`config.mk`:
```
export PLATFORM = sky130hd
export DESIGN_NAME = i2sbcr_front
export DESIGN_NICKNAME = d
export VERILOG_FILES = /design/src/rtl/i2sbcr_pkg.sv /design/src/rtl/i2sbcr_front.sv
export SDC_FILE = /design/constraint.sdc
export NUM_CORES = 1
export LEC_CHECK = 0
export BUFFER_PORTS_ARGS = -buffer_cell sky130_fd_sc_hd__buf_2
export CAP_MARGIN = 10
export CELL_PAD_IN_SITES_DETAIL_PLACEMENT = 1
export CELL_PAD_IN_SITES_GLOBAL_PLACEMENT = 1
export CORE_MARGIN = 3
export CORE_UTILIZATION = 39
export DETAILED_ROUTE_END_ITERATION = 10
export GPL_ROUTABILITY_DRIVEN = 0
export PLACE_DENSITY = 0.87
export SETUP_SLACK_MARGIN = 0.15
export SLEW_MARGIN = 20
export SYNTH_ARGS = -nofsm -noshare
export SYNTH_HDL_FRONTEND = slang
export SYNTH_SLANG_ARGS = --single-unit
```
`constraint.sdc`:
```
create_clock -name clock -period 2.5 [get_ports clock]
set_clock_uncertainty 0.1 [all_clocks]
set_input_delay 0 -clock clock [delete_from_list [all_inputs] [get_ports clock]]
set_output_delay 0 -clock clock [all_outputs]
set_load 0.05 [all_outputs]
```
`src/rtl/i2sbcr_pkg.sv`:
```
// Shared types, widths and codes for the I2S block capture ring.
`default_nettype none

package i2sbcr_pkg;

   // Default geometry of the capture ring.
   localparam int BLOCK_SAMPLES_DEF = 32;
   localparam int RING_BLOCKS_DEF   = 16;

   // Fixed field widths.
   localparam int WORD_W      = 32;
   localparam int OPC_W       = 2;
   localparam int SAMPLE_W    = 16;
   localparam int SAMPLE_LSB  = 15;
   localparam int COUNT_W     = 32;
   localparam int RSP_TDATA_W = 48;

   // Depth of the result queue in the back end.
   localparam int OQ_DEPTH = 4;
   localparam int OQ_PTR_W = 2;
   localparam int OQ_CNT_W = 3;

   // Request opcodes as they arrive on the input channel.
   localparam logic [OPC_W-1:0] OP_SLOT    = 2'd0;
   localparam logic [OPC_W-1:0] OP_READ    = 2'd1;
   localparam logic [OPC_W-1:0] OP_RESTART = 2'd2;

   // Command kinds passed from the front end to the back end.
   typedef enum logic [1:0] {
      CMD_SLOT,
      CMD_READ,
      CMD_RESTART
   } cmd_kind_type;

   typedef struct packed {
      cmd_kind_type                kind;
      logic [SAMPLE_W-1:0]         sample;
   } cmd_type;

   // Back end sequencer states.
   typedef enum logic {
      ENG_IDLE,
      ENG_STREAM
   } eng_state_type;

   // One result item.
   typedef struct packed {
      logic                        status;
      logic signed [SAMPLE_W-1:0]  sample;
      logic                        last;
      logic [COUNT_W-1:0]          dropped_total;
   } rsp_entry_type;

endpackage : i2sbcr_pkg

`default_nettype wire

```
`src/rtl/i2sbcr_front.sv`:
```
// Front end: accepts request items, classifies them and queues commands.
`default_nettype none

module i2sbcr_front
   import i2sbcr_pkg::*;
(
   input  wire logic                clock,
   input  wire logic                reset,
   input  wire logic                req_tvalid,
   output logic                     req_tready,
   input  wire logic [WORD_W-1:0]   req_tdata,
   input  wire logic [OPC_W-1:0]    req_tuser,
   output logic                     cmd_valid,
   input  wire logic                cmd_ready,
   output cmd_type                  cmd
);

   localparam int QDEPTH = 2;

   cmd_type       q_ff [QDEPTH];
   logic          wptr_ff, wptr_in;
   logic          rptr_ff, rptr_in;
   logic [1:0]    cnt_ff, cnt_in;

   logic          accept;
   logic          push;
   logic          pop;
   cmd_type       new_cmd;

   // Classify the request; the unused opcode is accepted and discarded.
   always_comb begin
      push           = 1'b0;
      new_cmd.kind   = CMD_SLOT;
      new_cmd.sample = req_tdata[SAMPLE_LSB +: SAMPLE_W];
      case (req_tuser)
         OP_SLOT: begin
            new_cmd.kind = CMD_SLOT;
            push         = accept;
         end
         OP_READ: begin
            new_cmd.kind = CMD_READ;
            push         = accept;
         end
         OP_RESTART: begin
            new_cmd.kind = CMD_RESTART;
            push         = accept;
         end
         default: begin
            push = 1'b0;
         end
      endcase
   end

   assign req_tready = (cnt_ff != 2'(QDEPTH));
   assign accept     = req_tvalid && req_tready;
   assign cmd_valid  = (cnt_ff != 2'd0);
   assign cmd        = q_ff[rptr_ff];
   assign pop        = cmd_valid && cmd_ready;

   // Queue pointer and fill count.
   always_comb begin
      wptr_in = push ? ~wptr_ff : wptr_ff;
      rptr_in = pop ? ~rptr_ff : rptr_ff;
      cnt_in  = cnt_ff + 2'(push) - 2'(pop);
   end

   always_ff @(posedge clock) begin
      if (reset) begin
         wptr_ff <= 1'b0;
         rptr_ff <= 1'b0;
         cnt_ff  <= 2'd0;
      end else begin
         wptr_ff <= wptr_in;
         rptr_ff <= rptr_in;
         cnt_ff  <= cnt_in;
      end
   end

   // Queue storage holds payload only.
   always_ff @(posedge clock) begin
      if (push) begin
         q_ff[wptr_ff] <= new_cmd;
      end
   end

endmodule : i2sbcr_front

`default_nettype wire

```
# Word-level counts from Yosys, hierarchy flattened
# Memories as Yosys holds them, arrays and structs flattened. A register that Yosys moved wholly into a read port is not among the register bits.
# Index checks and enable logic that the tools add are counted.
# W data, S select, Z words.
[totals]
ff_bits = 4
latch_bits = 0
ram_bits = 36
rom_bits = 0
output_inout_bits = 20
wordCells = 22
memories = 1
[memory_table]
columns = ["memory", "depth", "word_bits", "read_ports", "rd_ports_with_merged_regs", "wr", "line_no", "source"]
rows = [
  ["q_ff", 2, 18, 1, 1, 1, "i2sbcr_front.sv:20", "cmd_type q_ff [QDEPTH];"],
]
[op_classes]
add_sub_neg = 2
mul = 0
div_mod_pow = 0
magnitude_cmp = 0
eq_ne = 3
shift = 0
muxes = 6
n_bitwise = 2
reduce_logical = 5
[op_table]
columns = ["operator", "n"]
rows = [
  ["$mux W1", 5],
  ["$pmux W2 S2", 1],
  ["$reduce_or A3 Y1", 1],
  ["$add A2 B1 Y2", 1],
  ["$eq A2 B1 Y1 const B", 1],
  ["$eq A2 B2 Y1 const B", 1],
  ["$logic_and A1 B1 Y1", 2],
  ["$logic_not A2 Y1", 1],
  ["$ne A2 B2 Y1 const B", 1],
  ["$not A1 Y1", 2],
  ["$reduce_bool A2 Y1", 1],
  ["$sub A2 B1 Y2", 1],
]

# Longest topological paths before layout
# Gate-level depths: netlist of the first run.
[logic_depth]
ltp_word = 5
ltp_mapped = 7
mapped_depth_nobuf = 7

# Worst setup path before layout of the first run
# OpenSTA, ideal clock, no wires.
[synth_path]
path_type = "reg-to-reg"
startpoint = "reg cnt_ff[0]"
endpoint = "mem q_ff[0][0] in the netlist's numbering (enable)"
arrival_ns = 1.825
setup_slack_ns = 0.182
stages_incl_launch_ff = 4
path_cell_list = "dfxtp_1 > nand2b_1 > nand2_1 > nor2_1"
[synth_between]
elab_chain_len = 5
[synth_rtl]
columns = ["item", "line_no", "source"]
rows = [
  ["start, declared", "i2sbcr_front.sv:23", "logic [1:0] cnt_ff, cnt_in;"],
  ["start signal, assigned", "i2sbcr_front.sv:75", "cnt_ff <= cnt_in;"],
  ["$ne A2 B2 Y1", "i2sbcr_front.sv:54", "assign req_tready = (cnt_ff != 2'(QDEPTH));"],
  ["via req_tready", "i2sbcr_front.sv:10", "output logic req_tready,"],
  ["$logic_and A1 B1 Y1", "i2sbcr_front.sv:55", "assign accept = req_tvalid && req_tready;"],
  ["$mux W1", "i2sbcr_front.sv:35", "case (req_tuser)"],
  ["$mux W1", "i2sbcr_front.sv:81", "if (push) begin"],
  ["$mux W1 (not written as such)", "i2sbcr_front.sv:82", "q_ff[wptr_ff] <= new_cmd;"],
  ["end, declared", "i2sbcr_front.sv:20", ""],
]
# The timed path passes the listed nets, and every way through them passes these cells.

# Worst setup path in the final report of the first run
[layout_path]
startpoint = "in req_tuser[0]"
endpoint = "mem q_ff[0][10] in the netlist's numbering (enable)"
[layout_between]
elab_chain_len = 5
[layout_rtl]
columns = ["item", "line_no", "source"]
rows = [
  ["start, declared", "i2sbcr_front.sv:12", "input wire logic [OPC_W-1:0] req_tuser,"],
  ["$eq A2 B2 Y1 (tied with other cells)", "i2sbcr_front.sv:35", ""],
  ["$reduce_or A3 Y1 (no line) (*)", "-", ""],
  ["$mux W1 (*)", "i2sbcr_front.sv:35", ""],
  ["$mux W1 (*)", "i2sbcr_front.sv:81", ""],
  ["$mux W1 (not written as such) (*)", "i2sbcr_front.sv:82", ""],
]
# Mark *: on every way between the ends. The rest lies on a longest branch, timed or not.

==> key figures, run 1 <==
Floorplanning
  • Die area: 4820 sq um
  • IO Pins: 58
  • Row Count: 22
  • Die Y: 69.4 microns
  • Core area: approximately 3800 sq um
  • Initial core utilization: 41.6%
  • Die width: 69.4 microns

Route
  • Routed wire length: around 3100 microns
  • Top sig layer: met4
  • DRT Pass-1 Iters: 4
  • Detailed Route Iter0 Violations: 71
  • Residual DRC count: 0
  • Via-to-Cell Ratio: 4.72
  • Post-DR wirelength/cell: 15.3 microns
  • Vias: 968
  • M1 WL: 1210 microns
  • Metal3 WL: 162 microns
  • Met2 WL post-DR: around 1700 microns
  • ANT nets after route: 0

Power
  • Switch share: 35.3%
  • Register share of total power: 47.0%
  • Switch Pwr: approximately 670 uW
  • IR drop worst, VDD: 362 uV
  • Gate power share: about a third
  • Overall Power: 1890 uW
  • Power per cell area: around 900 nW/um^2
  • Clk pwr share: 21.1%
  • Pint: 1220 uW
  • Leakage: 0.000812 uW

Placement
  • Detailed placement HPWL: 2160 microns
  • Dpl ws: ~0.66 ns
  • Port Buf Inserts: 41
  • Placed inst area: 1840 sq um

Run status
  • Run status: complete, no violations

Setup path
  • CP Depth: 6
  • Crit-path max FO: 10
  • Buf/Inv on CP: 3
  • Worst setup EP type: flop
  • Startpoint class of the critical path: primary input
  • Top delay family on crit path: buffers and inverters
  • Depth of the worst register-to-register path: 4
  • Crit-path max cell delay: 0.54 ns
  • Worst Path Class, Setup: in -> reg
  • Worst Path Required: 2.39 ns
  • Cells along the critical path: dlygate4sd3_1 > buf_2 > a21boi_2 > nand2_1 > nor2_2 > buf_4
  • Critical path arrival: between 1.5 and 2 ns
  • Critical-path top delay cell: dlygate4sd3_1

Yosys
  • Mapped Nets: 128
  • Average size of a mapped cell: around 18 sq um
  • Mapped Area: 1570 sq um
  • Synth Warn #: 0
  • Sequential fraction of the synthesis area: 75.3%
  • Cells after Synth: 89
  • Distinct cell type count after synthesis: 20
  • Seq cells post-synth: 41

Global routing
  • Initial antenna violation count: 0
  • Tot GR Track Use: 13.4%
  • First-pass GRT wire length: 4960 microns
  • Global route total overflow: 0
  • Vias in the first global route: 1055
  • Pin count of the biggest net entering global routing: 19

STA
  • Final Hold Fails: 0
  • Max Fclk: 528 MHz
  • Max-slew headroom: a little under half
  • Setup TNS Final: 0 ns
  • Final period utilization: 75.7%
  • Fin worst setup slack: 0.607 ns
  • Worst-Margin Slew: 0.800 ns
  • Final setup violation count: 0
  • Fin crit period: 1.89 ns
  • Pins over their slew limit: 0
  • Unrepaired setup endpoints after global routing: false

Cells and area
  • Antenna cells: 0
  • Most frequent cells in the layout: buf_2 (41), edfxtp_1 (36), dlygate4sd3_1 (19)
  • Final nets: a little under 200
  • Layout cells sized above 1: 42.7%
  • Post-Layout Inst Area: around 2100 sq um
  • Synthesis-to-layout area growth: 34.6%
  • Most common cell after layout, fill and taps aside: buf_2

Clock tree
  • Clk buf depth: 2
  • CTS tree: yes
  • Postcts setup bufs: 0
  • Clock root cell: clkbuf_8
  • Hold buffer count at cts: 19
  • Clock sinks: 41
  • H-tree depth: 2
  • Worst-skew pair later-pin latency: 0.28 ns
  • CTS resizes: 0
  • CTS buffer count: 5
  • Worst-path clk slew: 0.07 ns

Run
  • Max_cap viols: 0

Min path
  • Min-Delay Path Class: in -> reg
  • Hold Crit Depth: 4
## routing by layer
metal | vias up | global-route usage [%]
met1 | 471 | 13.6
met5 | - | 0
met3 | 2 | 4.78
met4 | 0 | 3.47
met2 | 30 | 25.6
li1 | 465 | -
## registers in the layout, indices dropped and copies added (netlist names), named ones only
signal	flops
q_ff	36
rptr_ff	1
cnt_ff	2
wptr_ff	1
## cells by family after synthesis
family	share of synthesized area, %
AO/OA/AOI/OAI	2.15
XOR/XNOR	1.12
adder cells (fa/ha/maj)	0.798
buffers and inverters	0.638
flip-flops	75.3
multiplexers	13.9
AND/OR/NAND/NOR	6.07
## worst paths after layout
| path | from | slack, ns | to |
|---|---|---|---|
| worst min-delay path | cmd_ready | 0.009 | flop |
| worst max register to register | cnt_ff[0] | 0.67 | q_ff[0][10] |
| worst min register to register | rptr_ff | 0.42 | flop |
| worst max-delay path | req_tuser[0] | 0.61 | q_ff[0][10] |
## cell type report
type | instances | area [sq um]
multi-input combinational | 46 | 379
sequential | 41 | 1180
clock buffer | 8 | 80.1
tap | 48 | 60.1
fill | 385 | 1660
timing repair buffer | 62 | 410
## stage by stage
stage	cells	hold WS [ns]	utilization [%]
final	205	0.00922	56.0
after floorplan	89	-0.0284	-
after global routing	205	0.0450	56.0
after global placement	178	0.0898	48.8
after CTS	205	0.00207	56.0
after detailed placement	178	0.0937	48.8
## synth_stat cells, drive strengths merged
master	instances	area share [%]
o21ai	1	0.32
dfxtp	5	6.4
nand3	1	0.32
or3	1	0.40
buf	2	0.64
nand2b	1	0.40
nor2b	5	2.0
a21oi	2	0.64
nor2	6	1.4
a21boi	1	0.72
edfxtp	36	69
and3	1	0.40
mux2	19	14
ha	1	0.80
or2	1	0.40
xor2	2	1.1
a211oi	1	0.48
nand2	3	0.72
## tightest hold or removal path, delay by kind of cell
kind | cells | cell delay [ns]
and+or+nand+nor | 2 | 0.14
xor gates and xnor gates | 1 | 0.08
buffers and inverters | 1 | 0.13
## power groups by stage
stage               logic (uW)  registers (uW)  clock network (uW)
global route               640             900                 444
CTS                        610             888                 417
global placement           568             895                   0
finish                     604             887                 398
detailed placement         585             903                   0
floorplan                  484             863                   0
No activity file was read; power rests on OpenSTA's default activity.
==> run 2: changes to the inputs <==
Settings changed: ABC_AREA set to 1.
Clock period 2.5 ns to 2 ns, I/O delays scaled along.
==> run 2 against run 1 <==
Combinational power up 75%. Largest cell class unchanged. Setup slack worse by 0.31 ns. Via count up 5.2%. Highest routed layer unchanged. Total power up 41%. Largest power group unchanged.
==> key figures, run 2 <==
Run status
  • Run status: complete, no violations

STA
  • Fin crit period: 1.70 ns
  • Unrepaired setup endpoints after global routing: false
  • Final Hold Fails: 0
  • Pins over their slew limit: 0
  • Fin worst setup slack: approximately 0.3 ns
  • Worst-Margin Slew: 0.364 ns
  • Max-slew headroom: 75.7%
  • Final period utilization: 84.9%
  • Final setup violation count: 0
  • Max Fclk: 589 MHz
  • Hold_ws: a little under 0.05 ns

Cells and area
  • Largest registers: q_ff: 36 flops, cnt_ff: 2 flops
  • Post-Layout Inst Area: ~2200 sq um
  • Final nets: 210
  • Top reg by flops: q_ff
  • Non-filler instance count after layout: 220
  • Synthesis-to-layout area growth: 35.8%
  • Layout cells sized above 1: a little over two fifths
  • Most common cell after layout, fill and taps aside: buf_2
  • Most frequent cells in the layout: buf_2 (41), edfxtp_1 (36), dlygate4sd3_1 (22)
  • Antenna cells: 0
  • Max reg flops: 36

Placement
  • Placed inst area: 1920 sq um
  • Detailed placement HPWL: approximately 2200 microns
  • Dpl ws: 0.333 ns
  • Port Buf Inserts: just over 40
  • Cells after DPL: 190

Clock tree
  • Clk buf depth: 2
  • CTS tree: yes
  • Clock sinks: 41
  • Worst-path clk slew: 0.07 ns
  • Worst-skew pair later-pin latency: 0.29 ns
  • CTS resizes: 0
  • CTS buffer count: 5
  • Clock root cell: clkbuf_8
  • Hold buffer count at cts: 22
  • H-tree depth: 2
  • Postcts setup bufs: 0

Route
  • Via-to-Cell Ratio: 4.63
  • ANT nets after route: 0
  • Detailed Route Iter0 Violations: 56
  • Residual DRC count: 0
  • Vias: 1018
  • Routed wire length: 3170 microns
  • Post-DR wirelength/cell: 14.4 microns
  • DRT Pass-1 Iters: 2

Global routing
  • Tot GR Track Use: a little over an eighth
  • Global route total overflow: 0
  • Initial antenna violation count: 0
  • First-pass GRT wire length: approximately 5000 microns
  • Pin count of the biggest net entering global routing: 13
  • Vias in the first global route: roughly 1100

Min path
  • Hold Crit Depth: 4
  • Hold_sp: req_tvalid
  • WHS Endpoint: cnt_ff[1]
  • Min-Delay Path Class: in -> reg

Floorplanning
  • Die Y: 70.8 microns
  • Core area: slightly below 4000 sq um
  • Initial core utilization: between 40% and 50%
  • Die width: 70.8 microns
  • Die area: 5010 sq um
  • Row Count: 22
  • IO Pins: 58

Yosys
  • Count leader, synth: edfxtp_1
  • Asr flop ratio synth: 0%
  • Cells after Synth: 98
  • Top-area cell type share of the netlist area: between 60% and 70%
  • Main area contributors after synthesis: edfxtp_1 (66%), mux2_4 (9.2%), dfxtp_1 (6.1%)
  • Mapped Nets: approximately 140
  • Synth Warn #: 0
  • Average size of a mapped cell: 16.7 sq um
  • Mapped Area: 1640 sq um
  • Sequential fraction of the synthesis area: 72.2%
  • Synth area leader: edfxtp_1
  • EDFF count, synth: 36
  • Ys flop type: edfxtp_1
  • Distinct cell type count after synthesis: 18
  • Post-synth top cells: edfxtp_1 (36), inv_1 (11), mux2_4 (10), mux2_2 (8), nor2_1 (8)
  • Seq cells post-synth: 41

Setup path
  • Worst Path Class, Setup: reg -> reg
  • Startpoint class of the critical path: flop
  • Depth of the worst register-to-register path: 11
  • Cell repeated most along the worst path: nand2_1
  • Critical-path top delay cell: dfxtp_1
  • Buf/Inv on CP: 2
  • Worst setup EP type: flop
  • Crit-path max FO: 6
  • Crit-path max cell delay: 0.40 ns
  • Top delay family on crit path: simple AND/OR/NAND/NOR gates
  • Reg-to-Reg Start: cnt_ff[0]
  • CP Depth: 11
  • Critical path arrival: 1.78 ns
  • Cells along the critical path: inv_1 > nand2_2 > nand3_4 > xor2_1 > ha_1 > inv_1 > nand2_1 > nand2_1 > nand3_1 > nand2_1 > nor2_1
  • R2r endpoint: cnt_ff[1]
  • Reg-to-reg setup timing slack: 0.30 ns
  • Worst Path Required: 2.09 ns

Power
  • Power per cell area: between 1000 and 1500 nW/um^2
  • Leakage: 0.000907 uW
  • Overall Power: between 2000 and 3000 uW
  • IR drop worst, VDD: between 700 and 800 uV

Run
  • Max_cap viols: 0
[run 2: changes by cell type in the layout (fill, tap and decap cells not counted), moves of 2 or more]
cell / change
a21oi_1: +2
nor2b_1: -5
nor2_1: +3
nand2_1: +3
clkbuf_1: -3
clkinv_1: +2
mux2_4: +9
mux2_2: -7
mux2_1: -3
inv_1: +11
dlygate4sd3_1: +3
buf_4: +2
[run 2: logic make-up after synthesis]
| group | after synthesis | share of synthesized area (%) |
|---|---|---|
| AOI/OAI and AO/OA | 6 | 2.06 |
| xor gates and xnor gates | 1 | 0.535 |
| adders and majority gates | 1 | 0.764 |
| buffers and inverters | 13 | 4.43 |
| DFF | 41 | 72.2 |
| muxes | 18 | 14.7 |
| and+or+nand+nor | 18 | 5.35 |
[run 2: worst max-delay path by stage]
stage,from,end,slack (ns)
2_1_floorplan,cnt_ff[0],q_ff[1][0],-0.12
6_report,cnt_ff[0],cnt_ff[1],0.30
3_5_place_dp,cnt_ff[0],cnt_ff[1],0.33
4_1_cts,flop,cmd[17],0.29
5_1_grt,cnt_ff[0],cnt_ff[1],0.19
3_3_place_gp,cnt_ff[0],cnt_ff[1],0.49
[run 2: worst reg2reg max path: cells and delay by family (launching register included)]
| kind | cells | cell delay, ns |
|---|---|---|
| XOR/XNOR | 1 | 0.18 |
| adder cells (fa/ha/maj) | 1 | 0.21 |
| buffers and inverters | 2 | 0.12 |
| flip-flops | 1 | 0.40 |
| AND/OR/NAND/NOR | 7 | 0.57 |
[run 2: cell type report]
| class | instances | area [sq um] |
|---|---|---|
| clock buffers | 5 | 68.8 |
| clock inverters | 3 | 12.5 |
| fillers | 394 | 1630 |
| inverters | 11 | 41.3 |
| multi-input cells | 44 | 383 |
| flip-flops and latches | 41 | 1180 |
| well taps | 48 | 60.1 |
| repair buffers | 68 | 475 |
[run 2: per-layer routing]
metal	wire length [microns]	track usage, %	vias to the layer above
met5	0	0	-
met3	192	5.11	3
met2	1680	24.5	33
li1	-	-	496
met1	1260	13.4	486
met4	38	3.76	0
[run 2: power breakdown]
part           total [uW]  internal, uW  switching, uW
Combinational        1060           357            706
Sequential           1120          1060           65.4
Clock                 489           234            255
Total                2670          1650           1030
[run 2: through the flow]
| stage | setup TNS (ns) | util [%] |
|---|---|---|
| 2_1_floorplan | -4.17 | - |
| 3_3_place_gp | 0 | 49.8 |
| 3_5_place_dp | 0 | 49.8 |
| 4_1_cts | 0 | 57.7 |
| 5_1_grt | 0 | 57.7 |
| 6_report | 0 | 57.7 |
==> run 3: changes to the inputs <==
Clock period 2 ns to 1.7 ns, I/O delays scaled along.
==> run 3 against run 2 <==
Critical path depth down 5. Non-clock buffer count up 4. Cell count up 2.3%. Count of clock-buffer cells in the layout unchanged. Core utilization is 4.4 points higher. Sequential share of layout area fell by 3.4 points. Register-to-register slack worse by 0.07 ns. Clock power increased by 90%. Critical path type unchanged. Critical endpoint is now q_ff[0][13]. Highest routed layer unchanged.
==> key figures, run 3 (synthesis results as in run 2) <==
STA
  • Max Fclk: around 680 MHz
  • Final period utilization: between 80% and 90%
  • Final setup violation count: 0
  • Worst-Margin Slew: between 0.2 and 0.3 ns
  • Max-slew headroom: between 80% and 90%
  • Pins over their slew limit: 0
  • Fin crit period: 1.47 ns
  • Unrepaired setup endpoints after global routing: true
  • Setup TNS Final: 0 ns
  • Final Hold Fails: 0

Setup path
  • Reg-to-reg setup timing slack: 0.23 ns
  • Depth of the worst register-to-register path: 6
  • Cell repeated most along the worst path: buf_4
  • Cells along the critical path: inv_4 > nand2_8 > nand3_4 > buf_4 > nor2_4 > buf_4
  • Worst Path Required: around 1.6 ns
  • Reg-to-Reg Start: cnt_ff[0]
  • R2r endpoint: q_ff[0][13]
  • Critical path arrival: 1.36 ns
  • Startpoint class of the critical path: flop
  • Worst Path Class, Setup: reg -> reg
  • Critical-path top delay cell: dfxtp_4
  • Crit-path max FO: 11
  • Worst setup EP type: flop
  • Crit-path max cell delay: between 0.3 and 0.4 ns

Min path
  • Hold Crit Depth: 2
  • Min-Delay Path Class: in -> reg
  • WHS Endpoint: q_ff[0][0]
  • Hold_sp: req_tdata[15]

Floorplanning
  • Die Y: 70.8 microns
  • IO Pins: 58
  • Row Count: 22
  • Core area: 3850 sq um
  • Die area: 5010 sq um
  • Die width: 70.8 microns
  • Initial core utilization: between 40 and 50%

Route
  • ANT nets after route: 0
  • Post-DR wirelength/cell: 14.5 microns
  • Routed wire length: 3270 microns
  • Residual DRC count: 0
  • Vias: 1040
  • Detailed Route Iter0 Violations: 38
  • Via-to-Cell Ratio: 4.62
  • DRT Pass-1 Iters: 4

Cells and area
  • Top reg by flops: q_ff
  • Most common cell after layout, fill and taps aside: buf_2
  • Final nets: 214
  • Largest registers: q_ff: 36 flops, cnt_ff: 2 flops
  • Layout cells sized above 1: 52.3%
  • Synthesis-to-layout area growth: 46.0%
  • Most frequent cells in the layout: buf_2 (41), edfxtp_1 (36), dlygate4sd3_1 (22)
  • Fin util: 62.0%
  • Max reg flops: 36

Power
  • Clk pwr share: 25.5%
  • Switch share: between 30 and 40%
  • Gate power share: a little under two fifths
  • IR drop worst, VDD: 1080 uV
  • Switch Pwr: 1310 uW
  • Leakage: about 0.00096 uW
  • Register share of total power: 36.8%
  • Power per cell area: 1530 nW/um^2
  • Pint: between 2000 and 2500 uW

Clock tree
  • Worst-skew pair later-pin latency: 0.29 ns
  • CTS buffer count: 5
  • Clock root cell: clkbuf_8
  • H-tree depth: 2
  • CTS tree: yes
  • Clk buf depth: 2
  • Worst-path clk slew: 0.08 ns
  • Clock sinks: 41

Global routing
  • Initial antenna violation count: 1
  • Pin count of the biggest net entering global routing: 15
  • Vias in the first global route: roughly 1200
  • Tot GR Track Use: 14.4%
  • First-pass GRT wire length: around 5500 microns
  • Global route total overflow: 0

Placement
  • Detailed placement HPWL: 2190 microns
  • Port Buf Inserts: 41

Run
  • Max_cap viols: 0

Run status
  • Run status: complete, no violations
-- run 3: worst max-delay path by stage --
stage,end,depth (start not counted),slack [ns],from
5_1_grt,cnt_ff[1],8,0.13,cnt_ff[1]
3_3_place_gp,cnt_ff[1],11,0.17,cnt_ff[0]
4_1_cts,cnt_ff[1],12,0.16,req_tuser[0]
2_1_floorplan,cnt_ff[1],11,0.16,cnt_ff[0]
6_report,q_ff[0][13],6,0.23,cnt_ff[0]
3_5_place_dp,cnt_ff[1],10,0.07,cnt_ff[0]
-- run 3: what timing repair did --
| action | in CTS | in global routing |
|---|---|---|
| gates resized for setup | 3 | 13 |
| endpoints found under the hold margin | 41 | 0 |
| endpoints found under the setup margin | 2 | 2 |
| hold buffers | 22 | 0 |
| pin swaps | 1 | 6 |
| setup buffers | 1 | 2 |
-- run 3: critical path: cells and delay by family, from the launching register on --
family                 cells  cell delay [ns]
buffers and inverters      3             0.44
AND/OR/NAND/NOR            3             0.25
flip-flops                 1             0.39
-- run 3: power by group through the flow --
| stage | Clock (uW) | Combinational (uW) | Sequential [uW] |
|---|---|---|---|
| 2_1_floorplan | 0 | 1020 | 1330 |
| 3_3_place_gp | 0 | 1210 | 1330 |
| 3_5_place_dp | 0 | 1250 | 1350 |
| 4_1_cts | 950 | 1310 | 1340 |
| 5_1_grt | 996 | 1480 | 1360 |
| 6_report | 930 | 1380 | 1350 |
-- run 3: metal layers --
metal | global-route usage [%] | vias up | part of all wire, %
met1 | 13.9 | 496 | 39
met2 | 29.1 | 35 | 55
met4 | 2.92 | 0 | 0.55
li1 | - | 507 | -
met5 | 0 | - | 0
met3 | 4.55 | 2 | 5.9
-- run 3: final cells by class --
type,instances,area [sq um]
fillers,384,1460
flip-flops and latches,41,1190
repair buffers,72,509
multi-input cells,44,447
clock buffers,5,68.8
clock inverters,3,68.8
well taps,48,60.1
inverters,11,43.8
diodes,1,2.50
-- run 3: per-stage QoR --
step                setup slack (ns)  instance area [sq um]  instances  hold WS (ns)  total power (uW)
detailed placement            0.0723                   1950        191        0.0948              2600
CTS                            0.160                   2330        222         0.320              3590
floorplan                      0.158                   1670         98       -0.0362              2340
global placement               0.174                   1950        191        0.0887              2540
global route                   0.130                   2390        225         0.326              3840
finish                         0.233                   2390        225         0.333              3650
